$ cat src/design/base64_variant_codec_macros.svh
// assertion macros for the base64 variant codec
// used by base64_variant_codec.sv; expects clk and rst in scope
`ifndef BASE64_VARIANT_CODEC_MACROS_SVH
`define BASE64_VARIANT_CODEC_MACROS_SVH

// same-cycle implication, checked outside reset
`define B64VC_ASSERT_NOW(lbl, ante, cons, msg) \
  lbl: assert property (@(posedge clk) disable iff (rst) (ante) |-> (cons)) else $error(msg);

// next-cycle implication, checked outside reset
`define B64VC_ASSERT_NEXT(lbl, ante, cons, msg) \
  lbl: assert property (@(posedge clk) disable iff (rst) (ante) |=> (cons)) else $error(msg);

`endif

$ cat src/design/b64vc_pkg.sv
// types, constants and lookup functions for the base64 variant codec
// no dependencies
`timescale 1ns / 1ps

package b64vc_pkg;

  // direction register codes
  localparam logic DIR_ENCODE = 1'b0;
  localparam logic DIR_DECODE = 1'b1;

  // decode value codes outside the 6-bit alphabet
  localparam logic [7:0] PAD_VALUE = 8'd64;
  localparam logic [7:0] BAD_VALUE = 8'd255;

  // character codes
  localparam logic [7:0] CHAR_UPPER_A = 8'h41;
  localparam logic [7:0] CHAR_UPPER_Z = 8'h5a;
  localparam logic [7:0] CHAR_LOWER_A = 8'h61;
  localparam logic [7:0] CHAR_LOWER_Z = 8'h7a;
  localparam logic [7:0] CHAR_DIGIT_0 = 8'h30;
  localparam logic [7:0] CHAR_DIGIT_9 = 8'h39;
  localparam logic [7:0] CHAR_PLUS    = 8'h2b;
  localparam logic [7:0] CHAR_HASH    = 8'h23;
  localparam logic [7:0] CHAR_PAD     = 8'h3d;

  // output counts
  localparam logic [2:0] COUNT_NONE    = 3'd0;
  localparam logic [2:0] COUNT_ENCODED = 3'd4;
  localparam logic [2:0] COUNT_FULL    = 3'd3;

  // input register stage
  typedef struct packed {
    logic       dir;
    logic [7:0] b0;
    logic [7:0] b1;
    logic [7:0] b2;
    logic [7:0] b3;
    logic [2:0] count;
  } s1_t;

  // code stage: encode holds {0, pad, index}, decode holds the char value
  typedef struct packed {
    logic       dir;
    logic       empty;
    logic [7:0] c0;
    logic [7:0] c1;
    logic [7:0] c2;
    logic [7:0] c3;
  } s2_t;

  // result stage
  typedef struct packed {
    logic [7:0] b0;
    logic [7:0] b1;
    logic [7:0] b2;
    logic [7:0] b3;
    logic [2:0] count;
    logic       error;
  } res_t;

  // alphabet index (bit 6 marks padding) to character
  function automatic logic [7:0] enc_char(input logic [6:0] code);
    logic [7:0] idx;
    logic [7:0] ch;
    idx = {2'b00, code[5:0]};
    if (code[6]) begin
      ch = CHAR_PAD;
    end else if (idx < 8'd26) begin
      ch = 8'(CHAR_UPPER_A + idx);
    end else if (idx < 8'd52) begin
      ch = 8'(CHAR_LOWER_A + idx - 8'd26);
    end else if (idx < 8'd62) begin
      ch = 8'(CHAR_DIGIT_0 + idx - 8'd52);
    end else if (idx == 8'd62) begin
      ch = CHAR_PLUS;
    end else begin
      ch = CHAR_HASH;
    end
    return ch;
  endfunction

  // character to value: 0..63, padding, or bad
  function automatic logic [7:0] dec_value(input logic [7:0] c);
    logic [7:0] v;
    if (c >= CHAR_UPPER_A && c <= CHAR_UPPER_Z) begin
      v = 8'(c - CHAR_UPPER_A);
    end else if (c >= CHAR_LOWER_A && c <= CHAR_LOWER_Z) begin
      v = 8'(c - CHAR_LOWER_A + 8'd26);
    end else if (c >= CHAR_DIGIT_0 && c <= CHAR_DIGIT_9) begin
      v = 8'(c - CHAR_DIGIT_0 + 8'd52);
    end else if (c == CHAR_PLUS) begin
      v = 8'd62;
    end else if (c == CHAR_HASH) begin
      v = 8'd63;
    end else if (c == CHAR_PAD) begin
      v = PAD_VALUE;
    end else begin
      v = BAD_VALUE;
    end
    return v;
  endfunction

endpackage

$ cat src/design/base64_variant_codec.sv
// base64 group encoder/decoder with a '+' '#' alphabet, three register stages
// depends on b64vc_pkg and base64_variant_codec_macros.svh
`timescale 1ns / 1ps

`include "base64_variant_codec_macros.svh"

// Converts one base64 group per item: with direction 0 one to three bytes
// become four characters ('=' pads), with direction 1 four characters
// become three bytes and a byte count, and a character that is neither in
// the alphabet nor '=' sets out_error. The block takes one item every cycle
// while the output is not stalled. The item passes through three registers:
// an input register, a stage that turns bytes into 6-bit indices or
// characters into values, and the result register that maps indices to
// characters or packs values into bytes. Each stage advances when it is
// empty or the stage after it moves, so an output stall holds items in
// place and at most three items are in flight.
// Write direction only while no item is in flight.
module base64_variant_codec (
  input  logic       clk,
  input  logic       rst,
  input  logic       cfg_we,
  input  logic       cfg_wdata,
  input  logic       in_valid,
  output logic       in_ready,
  input  logic [7:0] in_b0,
  input  logic [7:0] in_b1,
  input  logic [7:0] in_b2,
  input  logic [7:0] in_b3,
  input  logic [2:0] in_count,
  output logic       out_valid,
  input  logic       out_ready,
  output logic [7:0] out_b0,
  output logic [7:0] out_b1,
  output logic [7:0] out_b2,
  output logic [7:0] out_b3,
  output logic [2:0] out_count,
  output logic       out_error
);

  import b64vc_pkg::*;

  logic direction;
  s1_t  s1;
  logic s1_valid;
  s2_t  s2;
  s2_t  s2_next;
  logic s2_valid;
  res_t res;
  res_t res_next;
  logic res_valid;
  logic ready2;
  logic ready3;

  // direction register
  always_ff @(posedge clk) begin
    if (rst) begin
      direction <= DIR_ENCODE;
    end else if (cfg_we) begin
      direction <= cfg_wdata;
    end
  end

  // stage enables, each stage moves when empty or drained
  assign ready3   = !res_valid || out_ready;
  assign ready2   = !s2_valid || ready3;
  assign in_ready = !s1_valid || ready2;

  // input register
  always_ff @(posedge clk) begin
    if (rst) begin
      s1_valid <= 1'b0;
    end else if (in_ready) begin
      s1_valid <= in_valid;
    end
  end

  always_ff @(posedge clk) begin
    if (in_ready) begin
      s1.dir   <= direction;
      s1.b0    <= in_b0;
      s1.b1    <= in_b1;
      s1.b2    <= in_b2;
      s1.b3    <= in_b3;
      s1.count <= in_count;
    end
  end

  // bytes to padded indices, or characters to values
  always_comb begin
    logic [1:0] len;
    logic [7:0] m0;
    logic [7:0] m1;
    logic [7:0] m2;
    len = (s1.count > 3'd3) ? 2'd3 : s1.count[1:0];
    m0  = (len >= 2'd1) ? s1.b0 : 8'd0;
    m1  = (len >= 2'd2) ? s1.b1 : 8'd0;
    m2  = (len == 2'd3) ? s1.b2 : 8'd0;
    s2_next.dir = s1.dir;
    if (s1.dir == DIR_ENCODE) begin
      s2_next.empty = (len == 2'd0);
      s2_next.c0    = {2'b00, m0[7:2]};
      s2_next.c1    = {2'b00, m0[1:0], m1[7:4]};
      s2_next.c2    = {1'b0, (len < 2'd2), m1[3:0], m2[7:6]};
      s2_next.c3    = {1'b0, (len < 2'd3), m2[5:0]};
    end else begin
      s2_next.empty = 1'b0;
      s2_next.c0    = dec_value(s1.b0);
      s2_next.c1    = dec_value(s1.b1);
      s2_next.c2    = dec_value(s1.b2);
      s2_next.c3    = dec_value(s1.b3);
    end
  end

  always_ff @(posedge clk) begin
    if (rst) begin
      s2_valid <= 1'b0;
    end else if (ready2) begin
      s2_valid <= s1_valid;
    end
  end

  always_ff @(posedge clk) begin
    if (ready2) begin
      s2 <= s2_next;
    end
  end

  // indices to characters, or values packed into bytes
  always_comb begin
    res_next = '0;
    if (s2.dir == DIR_ENCODE) begin
      if (!s2.empty) begin
        res_next.b0    = enc_char(s2.c0[6:0]);
        res_next.b1    = enc_char(s2.c1[6:0]);
        res_next.b2    = enc_char(s2.c2[6:0]);
        res_next.b3    = enc_char(s2.c3[6:0]);
        res_next.count = COUNT_ENCODED;
      end else begin
        res_next.count = COUNT_NONE;
      end
    end else begin
      res_next.b0 = {s2.c0[5:0], 2'b00} | {4'b0000, s2.c1[7:4]};
      res_next.b1 = {s2.c1[3:0], 4'b0000} | {2'b00, s2.c2[7:2]};
      res_next.b2 = {s2.c2[1:0], 6'b000000} | s2.c3;
      if (s2.c2 >= PAD_VALUE) begin
        res_next.count = 3'(COUNT_FULL - 3'd2);
      end else if (s2.c3 >= PAD_VALUE) begin
        res_next.count = 3'(COUNT_FULL - 3'd1);
      end else begin
        res_next.count = COUNT_FULL;
      end
      res_next.error = (s2.c0 == BAD_VALUE) || (s2.c1 == BAD_VALUE) ||
                       (s2.c2 == BAD_VALUE) || (s2.c3 == BAD_VALUE);
    end
  end

  // result register
  always_ff @(posedge clk) begin
    if (rst) begin
      res_valid <= 1'b0;
    end else if (ready3) begin
      res_valid <= s2_valid;
    end
  end

  always_ff @(posedge clk) begin
    if (ready3) begin
      res <= res_next;
    end
  end

  assign out_valid = res_valid;
  assign out_b0    = res.b0;
  assign out_b1    = res.b1;
  assign out_b2    = res.b2;
  assign out_b3    = res.b3;
  assign out_count = res.count;
  assign out_error = res.error;

  // checks
  `B64VC_ASSERT_NEXT(a_s1_held, s1_valid && !ready2, s1_valid, "input stage item dropped")
  `B64VC_ASSERT_NOW(a_err_decode, out_valid && out_error, out_b3 == 8'd0, "error on encode result")
  `B64VC_ASSERT_NOW(a_empty_zero, out_valid && out_count == COUNT_NONE, out_b0 == 8'd0 && !out_error, "empty group not zero")

endmodule
$ cat config.mk
export PLATFORM = sky130hd
export DESIGN_NAME = base64_variant_codec
export DESIGN_NICKNAME = d
export VERILOG_FILES = /design/src/design/b64vc_pkg.sv /design/src/design/base64_variant_codec.sv
export VERILOG_INCLUDE_DIRS = /design/src /design/src/design
export SDC_FILE = /design/constraint.sdc
export NUM_CORES = 1
export LEC_CHECK = 0
export BUFFER_PORTS_ARGS = -buffer_cell sky130_fd_sc_hd__buf_2
export CAP_MARGIN = 25
export CORE_ASPECT_RATIO = 0.9
export CORE_MARGIN = 5
export CORE_UTILIZATION = 64
export CTS_CLUSTER_SIZE = 14
export DETAILED_ROUTE_END_ITERATION = 8
export HOLD_SLACK_MARGIN = 0.15
export PLACE_DENSITY = 0.95
export SETUP_SLACK_MARGIN = 0.3
export SLEW_MARGIN = 20
export SYNTH_ARGS = -nofsm -noshare
export SYNTH_HDL_FRONTEND = slang
export SYNTH_SLANG_ARGS = --single-unit
$ cat constraint.sdc
create_clock -name clk -period 4.52 [get_ports clk]
set_input_delay 1.356 -clock clk [delete_from_list [all_inputs] [get_ports clk]]
set_output_delay 1.356 -clock clk [all_outputs]
set_load 0.02 [all_outputs]
# [Yosys cells after proc, flatten, opt, wreduce, memory -nomap -nowiden]
# Index checks and enable logic that the tools add are counted.
[word_totals] in_bits=41 ff_bits=110 out_inout_bits=38 word_cells=213
[op_classes] eq_ne=21 add_sub_neg=40 reduce_logical=24 muxes=55 bitwise_logic=3 order_cmp=43
[ops] cell="8-bit 2-to-1 mux" n=43
[ops] cell="8-bit by 6-bit equality test with 1-bit output (second input constant)" n=12
[ops] cell="8-bit by 7-bit greater-or-equal comparator with 1-bit output (second input constant)" n=10
[ops] cell="7-bit by 6-bit adder with 8-bit output (first input constant)" n=8
[ops] cell="8-bit by 7-bit <= comparator with 1-bit output (second input constant)" n=8
[ops] cell="8-bit by 7-bit subtractor with 8-bit output (second input constant)" n=8
[ops] cell="6-bit less-than comparator (second input constant)" n=8
[ops] cell="8-bit by 5-bit adder with 8-bit output (second input constant)" n=4
[ops] cell="8-bit by 6-bit adder with 8-bit output (second input constant)" n=4
[ops] cell="8-bit equality test (second input constant)" n=4
[ops] cell="8-bit by 6-bit greater-or-equal comparator with 1-bit output (second input constant)" n=4
[ops] cell="8-bit by 6-bit <= comparator with 1-bit output (second input constant)" n=4
[ops] cell="32-bit 2-to-1 mux" n=1
[ops] cell="7-bit by 6-bit subtractor with 8-bit output (second input constant)" n=4
[ops] cell="8-bit by 5-bit subtractor with 8-bit output (second input constant)" n=4
[ops] cell="8-bit by 6-bit subtractor with 8-bit output (second input constant)" n=4
[ops] cell="30-bit 2-to-1 mux" n=1
[ops] cell="6-bit by 6-bit adder with 7-bit output (first input constant)" n=4
[ops] cell="6-bit equality test (second input constant)" n=4
[ops] cell="6-bit by 5-bit less-than comparator with 1-bit output (second input constant)" n=4
[ops] cell="24-bit 2-to-1 mux" n=1
[ops] cell="4-bit 2-to-1 mux" n=4
[ops] cell="1-bit logical AND" n=12
[ops] cell="3-bit 2-to-1 mux" n=3
[ops] cell="other kinds (15)" n=23

# [Longest topological paths before layout]
# Gate-level depths: netlist (run 1).
[depth] word_depth=8 mapped_depth=10 mapped_depth_nobuf=8

# [Worst setup path after synthesis (run 1)]
# OpenSTA, ideal clock, no wires.
[synth_timing] path_kind="input -> output" startpoint="input port out_ready" endpoint="output port in_ready" stages=3 arrival_ps=2492 path_slack_ps=672 path_cell_list="nor2b_1 and2_1 nand2_1"
[synth_between] elab_chain_cells=3
[synth_rtl] element="start, declared" line_no="base64_variant_codec.sv:31" source="input logic out_ready,"
[synth_rtl] element="1-bit logical OR" line_no="base64_variant_codec.sv:64" source="assign ready3 = !res_valid || out_ready;"
[synth_rtl] element="1-bit logical OR" line_no="base64_variant_codec.sv:65" source="assign ready2 = !s2_valid || ready3;"
[synth_rtl] element="1-bit logical OR" line_no="base64_variant_codec.sv:66" source="assign in_ready = !s1_valid || ready2;"
[synth_rtl] element="end, declared" line_no="base64_variant_codec.sv:24" source="output logic in_ready,"
# No other way between the ends.

# [Worst setup path in the final report (run 1)]
# Same ends and word-level chain as after synthesis.

==> impl_metrics.yaml, run 1 <==
detailed_routing:
  drt_iter0_markers: 1091
  drt-total-wl_um: 17300
  drtAntennaViolNets: 0
  drc_errors: 0
  wire_per_inst_um: 16.7
  via_count: 6627
  dr.pass1.iters: 6
  via_per_inst: 6.39
synthesis:
  ys_warn_count: 0
  yosysTopAreaCellShare: 0.408
  ys_seq_area_frac: 0.419
  synth_area_sq_mm: 0.00780
  yosys-top-cells-area: "edfxtp_1 41%, ha_1 8.7%, nand2_1 4.0%"
  ys.flop_type: "edfxtp_1"
  syn_inst: 824
  synth_edf_count: 106
  ys_ff_latch: 110
  synth-async-reset-ratio: 0
  synth_top_cell_by_area: "edfxtp_1"
  mappedNetlistNets: 919
  synth_cell_types: 88
  syn_area_per_cell_sq_um: 9.46
placement:
  hpwl_um: 12500
  portBuffers: 78
  dpl_cell_area_sq_mm: 0.00822
  gp_congestion: 0.990
sta:
  tns_ns: 0
  drv_slew: 0
  slew_headroom: 0.480
  rsz0062_at_grt: "no"
  hold_viol: 0
  whs_ns: 0.445
  fmax_mhz: 283
  tightest_slew_ns: 0.780
  finalCritPeriodShare: 0.781
  fin_skew_ns: 0.00724
  setup_viol_count_final: 0
  period_needed_ns: 3.53
die:
  ios: 79
  start_util: 0.651
  rows: 38
  die_w_um: 126
  coreArea_sq_mm: 0.0120
  die_area_sq_mm: 0.0145
  die_y_um: 115
clock_tree:
  cts_root_buf: "clkbuf_16"
  cts_resized: 0
  clock_sinks: 110
  cts_tree: "done"
  htreeDepth: 3
  clkLatencyLatePin_ns: 0.36
  cts_buffers: 9
  cts_post_setup_buffers_inserted: 0
  clk_path_buf_depth: 2
  clkTransAtPathRegs_ns: 0.07
  cts_hold_buf: 0
setup_path:
  rr_worst_depth: 6
  cp-start-kind: "primary input"
  crit_path_max_incr_delay_ns: 0.23
  cp_num_buf_inv: 2
  cp-startpoint: "out_ready"
  worstPathRequired_ns: 3.16
  r2r_start: "s2[26]$_DFFE_PP_"
  cp_top_family: "simple AND/OR/NAND/NOR gates"
  crit_path_max_fanout: 4
  crit_chain: "buf_2 -> nor2b_1 -> and2_1 -> nand2_1 -> buf_2"
  path_class: "primary input to primary output"
  cp.arrival_ns: 2.17
  crit_top_cell: "buf_2"
  crit-reg2reg-capture: "out_b0[2]$_DFFE_PP_"
  ff2ff_setup_slack_ns: 1.78
  end_kind: "primary output"
  cp_slowest_cell: "and2_1"
layout:
  drive_gt1_frac: 0.149
  antenna_cells: 0
  fin_area_sq_mm: 0.00853
  nets: 967
  final_util: 0.712
  area_delta_synth_final_pct: 9.37
worst_hold_path:
  holdCritPathClass: "register to register"
  hold_path_end: "s1[35]$_DFFE_PP_"
  min_from: "direction$_SDFFE_PP0P_"
  hold_depth: 0
pwr:
  vdd_drop_max_v: 0.000441
  p_leak_nw: 3.49
  powerDensity_mw_per_mm2: 327
grt:
  antenna_found_initial: 0
  grt_use_total: 0.246
  grt_max_degree: 37
  grt_pass1_vias: 5972
  globalRoute.totalOverflow: 0
  grt_pass1_wl_um: 29300
job:
  drv_cap: 0
outcome:
  outcome: "finished, final reports clean"
## cell usage in the layout, fill, tap and decap left out, types with 8 or more instances in the layout
cell type and n:
and3_1 8, ha_1 54, edfxtp_1 106, clkbuf_16 9, a21o_1 8, nor2b_1 16, a21oi_1 60, inv_1 50
o31ai_1 9, buf_2 78, a31oi_1 10, xnor2_1 18, o21ai_1 18, nor2_1 52, a211oi_1 10, nand4_1 14
o21ai_0 46, nand3_1 32, nor3_1 28, nand2_1 83
## layout make-up
type / instances / area [sq um]
fill: 927 / 3450
multi-input combinational: 616 / 4140
timing repair buffer: 83 / 435
clock buffer: 9 / 225
tap: 160 / 200
sequential: 110 / 3260
inverter: 52 / 195
clock inverter: 7 / 70.1
## layer usage
layer | vias up | share of wire | GRT usage
li1 | 3172 | - | -
met1 | 3016 | 0.45 | 0.368
met2 | 404 | 0.42 | 0.357
met3 | 35 | 0.10 | 0.0485
met4 | 0 | 0.023 | 0.0865
met5 | - | 0 | 0
## kinds of logic after synthesis
| group | Yosys count | synth area share |
|---|---|---|
| multiplexers | 11 | 0.0148 |
| AO/OA/AOI/OAI | 246 | 0.214 |
| buffers and inverters | 98 | 0.0507 |
| flip-flops | 110 | 0.419 |
| adder cells (fa/ha/maj) | 54 | 0.0867 |
| AND/OR/NAND/NOR | 280 | 0.187 |
| XOR/XNOR | 25 | 0.0281 |
## registers in the layout, summed over array words and instances (netlist names)
register and flops:
direction 1, out_b0 8, out_b1 8, out_b2 8, out_b3 8, out_count 3
out_error 1, out_valid 1, s1 36, s1_valid 1, s2 34, s2_valid 1
## per-stage QoR
| step | worst slack (ns) | std cells | power, mW |
|---|---|---|---|
| 2_1_floorplan | 0.672 | 824 | 1.84 |
| 3_3_place_gp | 1.08 | 1020 | 1.99 |
| 3_5_place_dp | 0.973 | 1020 | 2.02 |
| 4_1_cts | 0.972 | 1036 | 2.80 |
| 5_1_grt | 0.912 | 1037 | 2.93 |
| 6_report | 0.991 | 1037 | 2.79 |
## cell usage after synthesis (all sizes together) (4+ instances only)
cell / instances
o21ai: 65
nor2b: 16
o2111ai: 4
mux2: 4
nor4: 8
dfxtp: 4
nand2: 85
o311ai: 6
a21boi: 4
o211ai: 5
clkbuf: 32
a211oi: 13
o31ai: 10
and3: 8
nand4: 14
xor2: 7
nor3: 29
a211o: 4
a32o: 4
ha: 54
a22oi: 4
a31oi: 10
or3: 4
a21o: 9
inv: 51
nor2: 52
a2111oi: 5
edfxtp: 106
nand3: 32
o22ai: 4
nor3b: 8
xnor2: 18
mux2i: 7
buf: 14
a22o: 4
or2: 4
o21a: 6
a21oi: 62
## report_power, final
group	switching (mW)	leakage, nW	internal [mW]
logic	0.380	2.16	0.254
clock network	0.348	0.143	0.430
registers	0.131	1.19	1.25
## how the worst max path moves through the flow
stage | to | depth (start not counted)
finish | in_ready | 5
floorplan | in_ready | 3
detailed placement | in_ready | 5
global route | in_ready | 5
CTS | in_ready | 5
global placement | in_ready | 5
Note: power is estimated with default switching activity, not from simulation.
==> run 2, diff against run 1 <==
--- a/config.mk
+++ b/config.mk
@@ -6,15 +6,16 @@
 export SDC_FILE = /design/constraint.sdc
 export NUM_CORES = 1
 export LEC_CHECK = 0
+export ABC_AREA = 1
 export BUFFER_PORTS_ARGS = -buffer_cell sky130_fd_sc_hd__buf_2
 export CAP_MARGIN = 25
 export CORE_ASPECT_RATIO = 0.9
 export CORE_MARGIN = 5
-export CORE_UTILIZATION = 64
+export CORE_UTILIZATION = 55
 export CTS_CLUSTER_SIZE = 14
 export DETAILED_ROUTE_END_ITERATION = 8
 export HOLD_SLACK_MARGIN = 0.15
-export PLACE_DENSITY = 0.95
+export PLACE_DENSITY = 0.89
 export SETUP_SLACK_MARGIN = 0.3
 export SLEW_MARGIN = 20
 export SYNTH_ARGS = -nofsm -noshare
==> constraint.sdc (replaced) <==
create_clock -name clk -period 3 [get_ports clk]
set_input_delay 0.9 -clock clk [delete_from_list [all_inputs] [get_ports clk]]
set_output_delay 0.9 -clock clk [all_outputs]
set_load 0.02 [all_outputs]
==> impl_metrics.yaml, run 2 <==
layout:
  largest_reg_flops: 36
  drive_gt1_frac: 0.123
  fin_area_sq_mm: 0.00899
  nFillCells: 1258
  finalNonFillerCells: 1316
  largest_register: "s1"
  final_cell_mix: "238 x nand2_1, 134 x inv_1, 106 x edfxtp_1"
  antenna_cells: 0
  layout_commonest_cell: "nand2_1"
  nets: 1208
  area_delta_synth_final_pct: 11.0
  layout_top_registers: "s1 x36, s2 x34"
clock_tree:
  cts_root_buf: "clkbuf_16"
  clkTransAtPathRegs_ns: 0.07
  clkLatencyLatePin_ns: 0.37
  cts_resized: 0
  cts_hold_buf: 0
  clock_sinks: 110
  cts_tree: "done"
  cts_post_setup_buffers_inserted: 0
  cts_buffers: 9
  htreeDepth: 3
  clk_path_buf_depth: 2
setup_path:
  worstPathRequired_ns: 2.10
  cp.arrival_ns: 1.56
  cp_num_buf_inv: 3
  crit_chain: "buf_2 -> inv_1 -> nand2_4 -> nor2_1 -> nand2_4 -> buf_2"
  cp_slowest_cell: "nor2_1"
  crit_path_max_incr_delay_ns: 0.19
  end_kind: "primary output"
  cp_top_family: "buffers and inverters"
  path_class: "primary input to primary output"
  cp-start-kind: "primary input"
  crit_path_max_fanout: 2
synthesis:
  yosys.area_share.xor_xnor: 0.0487
  ys_warn_count: 0
  mappedNetlistNets: 1132
  ys.flop_type: "edfxtp_1"
  ys_seq_area_frac: 0.403
  syn_inst: 1037
  synthMuxAreaShare: 0.00124
  synth_edf_count: 106
  synth_compound_area_frac: 0.114
  syn_area_per_cell_sq_um: 7.81
  synth_cell_types: 40
  synth_area_sq_mm: 0.00810
  synthSimpleGateAreaFrac: 0.271
  synth_most_common_cell: "nand2_1"
  synth-async-reset-ratio: 0
  ys_ff_latch: 110
  yosys.area_share.adder: 0.0834
  yosys-top-cells-area: "edfxtp_1 39%, nand2_1 11%, ha_1 8.3%"
  synthTopCellsByCount: "240 x nand2_1, 134 x inv_1, 106 x edfxtp_1, 98 x nand3_1, 77 x o21ai_0"
  yosysTopAreaCellShare: 0.393
  synth_top_cell_by_area: "edfxtp_1"
  synth_top_family_by_area: "simple AND/OR/NAND/NOR gates"
detailed_routing:
  via_per_inst: 5.60
  via_count: 7371
  drt_iter0_markers: 933
  wire_per_inst_um: 14.6
  drtAntennaViolNets: 0
  dr.pass1.iters: 6
  drt-total-wl_um: 19200
  drc_errors: 0
sta:
  period_needed_ns: 2.46
  fmax_mhz: 406
  hold_viol: 0
  slew_headroom: 0.528
  rsz0062_at_grt: "no"
  postLayoutSetupSlackWorst_ns: 0.538
  finalCritPeriodShare: 0.821
  setup_viol_count_final: 0
  fin_skew_ns: 0.00513
  drv_slew: 0
  tightest_slew_ns: 0.708
  whs_ns: 0.455
  tns_ns: 0
job:
  drv_cap: 0
grt:
  antenna_found_initial: 0
  grt_pass1_vias: 6772
  grt_max_degree: 38
  grt_use_total: 0.226
  globalRoute.totalOverflow: 0
  grt_pass1_wl_um: 31800
worst_hold_path:
  holdCritPathClass: "register to register"
placement:
  gp_congestion: 1.04
  hpwl_um: 14700
  place_ws_ns: 0.531
  dpl_cell_area_sq_mm: 0.00870
  dp.cells: 1300
  portBuffers: 78
die:
  coreArea_sq_mm: 0.0146
  rows: 42
  ios: 79
  die_area_sq_mm: 0.0173
  start_util: 0.556
  die_y_um: 125
  die_w_um: 138
pwr:
  vdd_drop_max_v: 0.000382
  powerDensity_mw_per_mm2: 476
  p_leak_nw: 4.30
outcome:
  outcome: "finished, final reports clean"
[run 2: cell count changes after synthesis, sizes merged, moves of 28 or more]
cell / previous run / this run
nor2: 52 / 87
nand2: 85 / 250
o21ai: 65 / 97
inv: 51 / 141
xor2: 7 / 35
nand3: 32 / 101
[run 2: path summary, 6_finish.rpt]
| path | slack, ns | start | to | cells after the start |
|---|---|---|---|---|
| min | 0.45 | direction$_SDFFE_PP0P_ | s1[35]$_DFFE_PP_ | 0 |
| min reg2reg | 0.45 | direction$_SDFFE_PP0P_ | s1[35]$_DFFE_PP_ | 0 |
| max | 0.54 | out_ready | in_ready | 6 |
| max reg2reg | 0.80 | s1[22]$_DFFE_PP_ | s2[21]$_DFFE_PP_ | 11 |
[run 2: area by class of cell]
cell class                 instances  area [sq um]  share of cell area
inverter                         143           537              0.0597
tap                              198           248              0.0276
timing repair buffer              85           443              0.0493
clock buffer                      10           229              0.0255
clock inverter                     6          58.8             0.00654
multi-input combinational        764          4210               0.469
sequential                       110          3260               0.363
[run 2: metrics by stage]
step	util	total power, mW
6_report	0.618	4.28
3_5_place_dp	0.598	3.15
5_1_grt	0.618	4.53
2_1_floorplan	-	2.82
4_1_cts	0.618	4.29
3_3_place_gp	0.598	3.11
[run 2: kinds of logic after synthesis]
| family | count (synthesis) |
|---|---|
| simple gates | 490 |
| compound gates | 174 |
| buf+inv | 163 |
| flops | 110 |
| fa+ha+maj | 54 |
| xor+xnor | 45 |
| mux | 1 |
[run 2: report_power, final]
| group | internal [mW] | switching (mW) | total (mW) |
|---|---|---|---|
| clock | 0.579 | 0.569 | 1.15 |
| sequential | 1.89 | 0.172 | 2.06 |
| combinational | 0.377 | 0.694 | 1.07 |
[run 2: per-layer routing]
metal,GRT usage,vias to the layer above,wire [um]
li1,-,3642,-
met1,0.314,3321,8330
met2,0.350,356,8780
met3,0.0450,52,1570
met4,0.0877,0,483
met5,0,-,0
